File: src/sv/searchable_fifo_queue_macros.svh
// Assertion macros used by the searchable FIFO queue datapath (sfq_dp).
// Depends on nothing; included by files that carry concurrent assertions.
`ifndef SEARCHABLE_FIFO_QUEUE_MACROS_SVH
`define SEARCHABLE_FIFO_QUEUE_MACROS_SVH

// A condition that must hold at every clock edge out of reset.
`define SFQ_ASSERT_ALWAYS(label, clk, rst_n, cond, msg) \
    label: assert property (@(posedge clk) disable iff (!rst_n) (cond)) else $error(msg);

// A consequence that must hold at the next clock edge after its antecedent.
`define SFQ_ASSERT_NEXT(label, clk, rst_n, ante, cons, msg) \
    label: assert property (@(posedge clk) disable iff (!rst_n) (ante) |=> (cons)) \
        else $error(msg);

`endif

File: src/sv/sfq_pkg.sv
// Package for the searchable FIFO queue: sizes, beat types, action codes,
// controller states and the command/status bundles. Depends on nothing.
package sfq_pkg;

    localparam int DEPTH      = 16;
    localparam int DATA_WIDTH = 32;
    localparam int PTR_W      = $clog2(DEPTH);
    localparam int CNT_W      = $clog2(DEPTH + 1);
    localparam int CAP_W      = 5;

    typedef enum logic [1:0] {
        ACT_PUSH   = 2'd0,
        ACT_POP    = 2'd1,
        ACT_SEARCH = 2'd2
    } t_action;

    typedef struct packed {
        logic [1:0]                   action;
        logic signed [DATA_WIDTH-1:0] value;
    } t_req;

    typedef struct packed {
        logic                         accepted;
        logic signed [DATA_WIDTH-1:0] popped_value;
        logic [CNT_W-1:0]             entry_count;
        logic signed [DATA_WIDTH-1:0] front_value;
        logic signed [DATA_WIDTH-1:0] back_value;
        logic                         is_empty;
        logic                         is_full;
        logic                         hit;
        logic [PTR_W-1:0]             hit_position;
    } t_rsp;

    typedef enum logic [2:0] {
        S_IDLE,
        S_PUSH,
        S_POP,
        S_POP_WB,
        S_SRCH_RD,
        S_SRCH_CMP,
        S_REPLY
    } t_state;

    typedef struct packed {
        logic load;
        logic push;
        logic pop;
        logic front_load;
        logic srch_rd;
        logic hit;
        logic step;
        logic reply;
    } t_cmd;

    typedef struct packed {
        logic empty;
        logic pos_end;
        logic match;
    } t_status;

    // Circular pointer arithmetic: the sum of a pointer and an offset below
    // DEPTH folded back into the slot range.
    function automatic logic [PTR_W-1:0] sfq_wrap(input logic [PTR_W:0] sum);
        logic [PTR_W:0] folded;
        folded = (sum >= (PTR_W + 1)'(DEPTH)) ? sum - (PTR_W + 1)'(DEPTH) : sum;
        return folded[PTR_W-1:0];
    endfunction

endpackage

File: src/sv/searchable_fifo_queue.sv
// Top level of the searchable FIFO queue: joins the controller and the
// datapath. Depends on sfq_pkg, sfq_ctrl and sfq_dp.
//
//   Channel   Handshake           Payload
//   request   start / busy        i_req (t_req: action, value)
//   result    o_valid strobe      o_rsp (t_rsp: accepted .. hit_position)
//   config    i_cfg_we            i_cfg_wdata (capacity)
//
// A request beat is taken at a clock edge where start is high and busy is
// low. Its result shows on o_rsp for exactly one cycle with o_valid high,
// and the receiver cannot stall it. An unused code goes from idle straight
// to the reply state, a push passes the push state, and a pop passes the
// pop state and, if it removes an entry, a write-back state that loads the
// new front from the slot RAM. A search alternates a read state and a
// compare state per entry until it hits or has passed all held entries, as
// it walks the slot RAM's single read port one entry at a time with a
// registered read. Busy drops in the strobe cycle, so the next beat can be
// taken at the edge that takes the result. Reset is synchronous and active
// low; it empties the queue and sets the capacity to the full depth.
module searchable_fifo_queue
    import sfq_pkg::*;
(
    input  logic             i_clk,
    input  logic             i_rst_n,
    input  logic             start,
    input  t_req             i_req,
    output logic             busy,
    input  logic             i_cfg_we,
    input  logic [CAP_W-1:0] i_cfg_wdata,
    output logic             o_valid,
    output t_rsp             o_rsp
);

    t_cmd    cmd;
    t_status status;

    // The controller steps each request through its states and issues one
    // command per cycle; of the payload it sees only the action code.
    sfq_ctrl u_ctrl (
        .i_clk    (i_clk),
        .i_rst_n  (i_rst_n),
        .i_start  (start),
        .i_action (i_req.action),
        .i_status (status),
        .o_cmd    (cmd),
        .o_busy   (busy)
    );

    // The datapath holds the circular slot store, the head pointer and the
    // count, register copies of the front and back entries, and the result
    // register that drives the output beat.
    sfq_dp u_dp (
        .i_clk       (i_clk),
        .i_rst_n     (i_rst_n),
        .i_req       (i_req),
        .i_cmd       (cmd),
        .i_cfg_we    (i_cfg_we),
        .i_cfg_wdata (i_cfg_wdata),
        .o_status    (status),
        .o_valid     (o_valid),
        .o_rsp       (o_rsp)
    );

endmodule

File: src/sv/sfq_ram.sv
// Generic single-write, single-read RAM with a registered read port.
// Depends on nothing.
module sfq_ram #(
    parameter int WIDTH = 32,
    parameter int DEPTH = 16
) (
    input  logic                     i_clk,
    input  logic                     i_we,
    input  logic [$clog2(DEPTH)-1:0] i_waddr,
    input  logic [WIDTH-1:0]         i_wdata,
    input  logic                     i_re,
    input  logic [$clog2(DEPTH)-1:0] i_raddr,
    output logic [WIDTH-1:0]         o_rdata
);

    logic [WIDTH-1:0] r_mem [DEPTH];
    logic [WIDTH-1:0] r_rdata;

    always_ff @(posedge i_clk) begin
        if (i_we) begin
            r_mem[i_waddr] <= i_wdata;
        end
        if (i_re) begin
            r_rdata <= r_mem[i_raddr];
        end
    end

    assign o_rdata = r_rdata;

endmodule

File: src/sv/sfq_ctrl.sv
// Controller of the searchable FIFO queue: sequences each request.
// Depends on sfq_pkg.
module sfq_ctrl
    import sfq_pkg::*;
(
    input  logic       i_clk,
    input  logic       i_rst_n,
    input  logic       i_start,
    input  logic [1:0] i_action,
    input  t_status    i_status,
    output t_cmd       o_cmd,
    output logic       o_busy
);

    t_state r_state;
    t_state n_state;

    always_ff @(posedge i_clk) begin
        if (!i_rst_n) begin
            r_state <= S_IDLE;
        end else begin
            r_state <= n_state;
        end
    end

    always_comb begin
        n_state = r_state;
        case (r_state)
            S_IDLE: begin
                if (i_start) begin
                    case (i_action)
                        ACT_PUSH:   n_state = S_PUSH;
                        ACT_POP:    n_state = S_POP;
                        ACT_SEARCH: n_state = S_SRCH_RD;
                        default:    n_state = S_REPLY;
                    endcase
                end
            end
            S_PUSH:     n_state = S_REPLY;
            S_POP:      n_state = i_status.empty ? S_REPLY : S_POP_WB;
            S_POP_WB:   n_state = S_REPLY;
            S_SRCH_RD:  n_state = i_status.pos_end ? S_REPLY : S_SRCH_CMP;
            S_SRCH_CMP: n_state = i_status.match ? S_REPLY : S_SRCH_RD;
            S_REPLY:    n_state = S_IDLE;
            default:    n_state = S_IDLE;
        endcase
    end

    always_comb begin
        o_cmd = '0;
        case (r_state)
            S_IDLE:     o_cmd.load       = i_start;
            S_PUSH:     o_cmd.push       = 1'b1;
            S_POP:      o_cmd.pop        = 1'b1;
            S_POP_WB:   o_cmd.front_load = 1'b1;
            S_SRCH_RD:  o_cmd.srch_rd    = !i_status.pos_end;
            S_SRCH_CMP: begin
                o_cmd.hit  = i_status.match;
                o_cmd.step = !i_status.match;
            end
            S_REPLY:    o_cmd.reply      = 1'b1;
            default:    o_cmd            = '0;
        endcase
    end

    assign o_busy = (r_state != S_IDLE);

endmodule

File: src/sv/sfq_dp.sv
// Datapath of the searchable FIFO queue: slot RAM, pointers, front/back
// copies, capacity register and the result register. Depends on sfq_pkg,
// sfq_ram and the assertion macro header.
`include "searchable_fifo_queue_macros.svh"

module sfq_dp
    import sfq_pkg::*;
(
    input  logic             i_clk,
    input  logic             i_rst_n,
    input  t_req             i_req,
    input  t_cmd             i_cmd,
    input  logic             i_cfg_we,
    input  logic [CAP_W-1:0] i_cfg_wdata,
    output t_status          o_status,
    output logic             o_valid,
    output t_rsp             o_rsp
);

    logic [CAP_W-1:0]      r_cap;
    logic [PTR_W-1:0]      r_head;
    logic [CNT_W-1:0]      r_count;
    logic [CNT_W-1:0]      r_pos;
    logic [DATA_WIDTH-1:0] r_value;
    logic [DATA_WIDTH-1:0] r_front;
    logic [DATA_WIDTH-1:0] r_back;
    logic [DATA_WIDTH-1:0] r_popped;
    logic                  r_accepted;
    logic                  r_hit;
    logic [PTR_W-1:0]      r_hit_pos;
    logic                  r_valid;
    t_rsp                  r_rsp;

    logic [CNT_W-1:0]      cap_eff;
    logic                  full;
    logic                  empty;
    logic                  ram_we;
    logic [PTR_W-1:0]      ram_waddr;
    logic                  ram_re;
    logic [PTR_W-1:0]      ram_raddr;
    logic [DATA_WIDTH-1:0] ram_rdata;

    // A capacity of zero acts as one; anything above the depth acts as the depth.
    always_comb begin
        if (r_cap == '0) begin
            cap_eff = CNT_W'(1);
        end else if (int'(r_cap) > DEPTH) begin
            cap_eff = CNT_W'(DEPTH);
        end else begin
            cap_eff = CNT_W'(r_cap);
        end
    end

    assign full  = (r_count >= cap_eff);
    assign empty = (r_count == '0);

    assign ram_we    = i_cmd.push && !full;
    assign ram_waddr = sfq_wrap({1'b0, r_head} + (PTR_W + 1)'(r_count));
    assign ram_re    = i_cmd.pop || i_cmd.srch_rd;
    assign ram_raddr = i_cmd.pop ? sfq_wrap({1'b0, r_head} + (PTR_W + 1)'(1))
                                 : sfq_wrap({1'b0, r_head} + (PTR_W + 1)'(r_pos));

    sfq_ram #(
        .WIDTH (DATA_WIDTH),
        .DEPTH (DEPTH)
    ) u_slots (
        .i_clk   (i_clk),
        .i_we    (ram_we),
        .i_waddr (ram_waddr),
        .i_wdata (r_value),
        .i_re    (ram_re),
        .i_raddr (ram_raddr),
        .o_rdata (ram_rdata)
    );

    // Control state.
    always_ff @(posedge i_clk) begin
        if (!i_rst_n) begin
            r_cap   <= CAP_W'(DEPTH);
            r_head  <= '0;
            r_count <= '0;
            r_valid <= 1'b0;
        end else begin
            if (i_cfg_we) begin
                r_cap <= i_cfg_wdata;
            end
            if (ram_we) begin
                r_count <= r_count + CNT_W'(1);
            end else if (i_cmd.pop && !empty) begin
                r_count <= r_count - CNT_W'(1);
                r_head  <= sfq_wrap({1'b0, r_head} + (PTR_W + 1)'(1));
            end
            r_valid <= i_cmd.reply;
        end
    end

    // Per-request payload.
    always_ff @(posedge i_clk) begin
        if (i_cmd.load) begin
            r_value    <= i_req.value;
            r_accepted <= (i_req.action == ACT_SEARCH);
            r_popped   <= '0;
            r_hit      <= 1'b0;
            r_hit_pos  <= '0;
            r_pos      <= '0;
        end
        if (ram_we) begin
            r_back     <= r_value;
            r_accepted <= 1'b1;
            if (empty) begin
                r_front <= r_value;
            end
        end
        if (i_cmd.pop && !empty) begin
            r_popped   <= r_front;
            r_accepted <= 1'b1;
        end
        if (i_cmd.front_load) begin
            r_front <= ram_rdata;
        end
        if (i_cmd.hit) begin
            r_hit     <= 1'b1;
            r_hit_pos <= r_pos[PTR_W-1:0];
        end
        if (i_cmd.step) begin
            r_pos <= r_pos + CNT_W'(1);
        end
        if (i_cmd.reply) begin
            r_rsp.accepted     <= r_accepted;
            r_rsp.popped_value <= r_popped;
            r_rsp.entry_count  <= r_count;
            r_rsp.front_value  <= empty ? '1 : r_front;
            r_rsp.back_value   <= empty ? '1 : r_back;
            r_rsp.is_empty     <= empty;
            r_rsp.is_full      <= full;
            r_rsp.hit          <= r_hit;
            r_rsp.hit_position <= r_hit_pos;
        end
    end

    assign o_status.empty   = empty;
    assign o_status.pos_end = (r_pos == r_count);
    assign o_status.match   = (ram_rdata == r_value);
    assign o_valid          = r_valid;
    assign o_rsp            = r_rsp;

    `SFQ_ASSERT_ALWAYS(a_count_bound, i_clk, i_rst_n, r_count <= CNT_W'(DEPTH),
        "held count exceeds the depth")
    `SFQ_ASSERT_NEXT(a_push_count, i_clk, i_rst_n, ram_we,
        r_count == $past(r_count) + CNT_W'(1), "accepted push did not add an entry")
    `SFQ_ASSERT_NEXT(a_pop_head, i_clk, i_rst_n, i_cmd.pop && !empty,
        r_count == $past(r_count) - CNT_W'(1), "accepted pop did not remove an entry")

endmodule
File: config.mk
export PLATFORM = sky130hd
export DESIGN_NAME = searchable_fifo_queue
export DESIGN_NICKNAME = d
export VERILOG_FILES = /design/src/sv/sfq_pkg.sv /design/src/sv/searchable_fifo_queue.sv /design/src/sv/sfq_ram.sv /design/src/sv/sfq_ctrl.sv /design/src/sv/sfq_dp.sv
export VERILOG_INCLUDE_DIRS = /design/src /design/src/sv
export SDC_FILE = /design/constraint.sdc
export NUM_CORES = 1
export LEC_CHECK = 0
export BUFFER_PORTS_ARGS = -buffer_cell sky130_fd_sc_hd__buf_2
export CORE_UTILIZATION = 62
export CTS_CLUSTER_DIAMETER = 200
export CTS_CLUSTER_SIZE = 25
export DETAILED_ROUTE_END_ITERATION = 8
export GPL_TIMING_DRIVEN = 0
export PLACE_DENSITY = 0.8
export SLEW_MARGIN = 30
export SYNTH_ARGS = -nofsm -noshare
export SYNTH_HDL_FRONTEND = slang
export SYNTH_SLANG_ARGS = --single-unit
File: constraint.sdc
create_clock -name i_clk -period 12 [get_ports i_clk]
set_input_delay 0 -clock i_clk [delete_from_list [all_inputs] [get_ports i_clk]]
set_output_delay 0 -clock i_clk [all_outputs]
set_load 0.1 [all_outputs]
==> reports/results.txt <==
Die extent in x: 226.1 um. The signal on the critical path passes through inv_1 -> ha_1 -> nand2b_1 -> a21oi_1 -> o211ai_1 -> buf_2 -> buf_2 -> inv_2 -> nand3b_1 -> nor2_4 -> buf_16. The count of input and output buffers was 151; the transition at the pin with the smallest max-transition slack was 1.078 ns.

The run gives 0.2759 as the max-slew headroom at the worst pin. The tools report the count of cell types in the netlist as 46. In the routed layout, each cell is associated on average with a via count of 6.068. The most frequent cell on the critical path was sky130_fd_sc_hd__buf_2. The run gives 0 as the final max-slew violation count. For the wire length of the first global-routing pass, the log shows 105.6 mm. The tools report the synthesis warning total as 0. Setup violations remaining at the end of the flow were counted as 0. The area growth from synthesis to layout works out to 12.30%. Across all layers, the routed design uses 18.36k vias. The flow ran to the end, and the final reports show no timing, DRC or antenna violations.

The I/O pin total is 154. The worst-case clock skew is 0.02865 ns. Yosys attributes the largest share of cell area to sky130_fd_sc_hd__edfxtp_1, sky130_fd_sc_hd__nand2_1, sky130_fd_sc_hd__nand3_1, sky130_fd_sc_hd__mux2i_1, sky130_fd_sc_hd__nand2b_1.

Maximum number of pins on one net before global-route repair: 53. The number of DRC violations after detailed routing came out at 0. Maximum buffer depth of the clock tree: 3. The register share of total power is 0.462, and the part of the total power dissipated in combinational logic is 0.370.

The fraction of final layout cells sized beyond drive strength 1 was 0.1360; the worst-skew pair later-pin latency was 0.61 ns. Counting the buffers created by CTS gives 38. The number of antenna violations at the first check in global routing was 0; the mean routed wirelength per cell was 23.42 um. The total routing usage reported by global routing is 0.2823, and the post-layout total power is 8595 uW. The logs give 0.168 for the part of the power in the clock network and 0.7745 for the proportion of synthesized chip area in sequential cells.

Summed over all layers, the global routing overflow is 0. For this run, the top clock speed supported by timing is 236.8 MHz. Counting flops with a built-in enable in the synthesized netlist gives 790. Die height: 226.1 um. In the layout the commonest cells are sky130_fd_sc_hd__edfxtp_1, sky130_fd_sc_hd__nand2_1, sky130_fd_sc_hd__nand3_1, sky130_fd_sc_hd__buf_2, sky130_fd_sc_hd__mux2i_1. The clock tree synthesis step divided the H-tree into 2 levels. After the last flow step, the layout net total stands at 2,414.

The mean post-synth cell area is 14.94 um^2. Origin of the critical flop-to-flop path: u_dp.r_count[0]. The die covers 51,140 um^2. The count of nets left with antenna violations once routing finished came out at 0. For this run, the slowest stage of the critical path takes 0.65 ns. Kind of capture point of the worst setup path: a flop. The path with the worst hold slack has its endpoint at u_dp.r_value[3]. The worst hold path passes through 2 cells.

At the end of routability-driven placement, the weighted congestion stood at 0.8653. Summed over all instances, the cell type with the most area after synthesis is sky130_fd_sc_hd__edfxtp_1. The internal portion of the total power is 5185 uW. For flop-to-flop paths, the worst setup slack is 7.78 ns.

Kind of critical path: flop to flop. The clock tree root buffer cell was sky130_fd_sc_hd__clkbuf_16. At the worst endpoint, the arrival time is 4.52 ns. Cell at the slowest stage of the critical path: sky130_fd_sc_hd__nor2_4.

The logs give 47.53 mm for the half-perimeter wire length of the detailed placement result and 18.23k for the via count of the first global-routing pass. The run gives 0.01212 uW as the leakage power of the design. The initialized floorplan defines 81 standard-cell rows. Summing every instance area after synthesis gives 31,150 um^2. Setup repair after global routing left no endpoint under its margin. TritonCTS built the clock tree. The most common library cell in the layout ignoring fill and taps was sky130_fd_sc_hd__edfxtp_1. The clock net sink count is 810. The analysis attributes to net switching a power of 3411 uW. The number of hold violations in the final report is 0, and the number of DRC markers in iteration 0 is 2,195. Class of the tightest hold or removal check: input port to flop. The worst-case IR drop observed on VDD is 0.1294 mV. The hold path startpoint is i_req[3]. The tools report the placeable core region as 49,250 um^2. The top-area cell type share of the netlist area is 0.7616. The worst register-to-register path ends at u_dp.u_slots.r_mem[10][15]. The synthesized net count was 2,147; the proportion of total power due to net switching was 0.3968.

The first detailed-routing pass ran for 6 iterations. The number of antenna diodes in the final layout is 0. Measured in cells, the most critical reg-to-reg path has a length of 11. In this run the worst path has a maximum fanout of 35. The fraction of registers with async set/reset came out at 0. The logs give 0.7102 for the fraction of the core area covered by cells at the end of the flow and 2,085 for the post-synthesis instance total.

Counting I/O delays and the setup requirement, the final critical path takes 4.223 ns. The final period utilization was 0.3519. The worst setup path is launched from a flop. In the final timing run, aggregate negative setup slack is 0 ns. The initial core utilization is 0.6324, and the power per cell area is 245.7 nW/um^2. Most frequently used flop master after synthesis: sky130_fd_sc_hd__edfxtp_1.

Number of max-capacitance violations reported: 0. The register bit count reported by yosys was 810; the final wirelength was 70.84 mm. Clock-pin slew was measured on the worst setup and hold paths at 0.11 ns.

For the worst setup path, the data required time is 12.30 ns.
-- cell type report --
type / count / area [um^2]
Inverter: 12 / 47.55
Buffer: 105 / 456.7
Multi-Input combinational cell: 1158 / 6665
Clock buffer: 48 / 1052
Clock inverter: 1 / 16.27
Fill cell: 3014 / 14280
Tap cell: 664 / 830.8
Sequential cell: 810 / 24120
Timing Repair Buffer: 227 / 1787
-- flip-flops by register name (all words and copies together) (netlist names) --
register and flops:
u_dp.r_hit 1, u_dp.o_valid 1, u_dp.r_accepted 1, u_dp.r_count 5
u_ctrl.r_state 3, u_dp.r_value 32, u_dp.o_rsp 109, u_dp.r_head 4
u_dp.r_hit_pos 4, u_dp.u_slots.r_mem 512, u_dp.r_cap 5, u_dp.r_pos 5
u_dp.r_front 32, u_dp.r_back 32, u_dp.u_slots.o_rdata 32, u_dp.r_popped 32
-- synth_stat cells, drive strengths merged, types with 2 or more instances --
master,count
edfxtp,790
nand2,473
nand3,233
mux2i,70
nand2b,65
clkbuf,59
buf,46
xnor2,45
nand4,42
mux2,34
nor2,33
a32oi,32
and3,32
dfxtp,20
ha,16
inv,12
xor2,11
a21oi,10
and2,9
a21o,8
nor3,8
o21ai,7
nor2b,4
nor4,4
fa,3
nand3b,3
nor3b,3
a211o,2
o211ai,2
-- logic make-up after synthesis --
| group | share of synthesized area |
|---|---|
| AND/OR/NAND/NOR | 0.1349 |
| flip-flops | 0.7745 |
| buffers and inverters | 0.01611 |
| multiplexers | 0.03479 |
| AO/OA/AOI/OAI | 0.01559 |
| XOR/XNOR | 0.01575 |
| adder cells (fa/ha/maj) | 0.008355 |
-- worst max-delay path, delay by kind of cell (launching register included) --
family	cells	cell delay, ns
and+or+nand+nor	3	1.31
adders and majority gates	1	0.31
buffers and inverters	5	1.37
DFF	1	0.59
AOI/OAI and AO/OA	2	0.32
-- per-stage QoR --
step	area [um^2]	hold slack (ns)	setup WS, ns	cells
floorplan	31150	0.09887	7.742	2085
global placement	32730	0.1761	5.598	2900
detailed placement	33370	0.1781	7.887	2922
CTS	34980	0.08346	7.844	3025
global route	34980	0.1021	7.511	3025
finish	34980	0.09908	7.777	3025
-- worst max path at each step --
stage | startpoint | end | slack (ns)
after floorplan | u_dp.r_cap[1] | u_dp.u_slots.r_mem[10][0] | 7.74
after global placement | u_dp.r_count[0] | u_dp.u_slots.r_mem[2][22] | 5.60
after detailed placement | u_dp.r_count[0] | u_dp.u_slots.r_mem[10][20] | 7.89
after CTS | u_dp.r_count[0] | u_dp.u_slots.r_mem[10][18] | 7.84
after global routing | u_dp.r_cap[1] | u_dp.u_slots.r_mem[10][18] | 7.51
final | u_dp.r_count[0] | u_dp.u_slots.r_mem[10][15] | 7.78
-- power by group through the flow --
stage               clock, uW  combinational [uW]  sequential, uW
global placement            0                2930            4020
detailed placement          0                3110            4020
floorplan                   0                1820            4160
finish                   1440                3180            3970
global route             1540                3420            4000
CTS                      1450                3150            3960
-- what timing repair did --
action | CTS | global route
hold buffers | 54 | 0
hold endpoints to repair | 46 | 0
gates resized for setup | 0 | 0
endpoints found under the setup margin | 0 | 0
buffers inserted | 0 | 0
-- metal layers --
| metal | track usage | part of all wire | vias to the layer above | wire, um |
|---|---|---|---|---|
| met5 | 0 | 0 | - | 0 |
| met4 | 0.1094 | 0.033 | 0 | 2360 |
| met3 | 0.03318 | 0.086 | 156 | 6106 |
| met2 | 0.4814 | 0.50 | 1055 | 35620 |
| met1 | 0.3744 | 0.38 | 8995 | 26750 |
| li1 | - | - | 8150 | - |
Note: power is estimated with default switching activity, not from simulation.
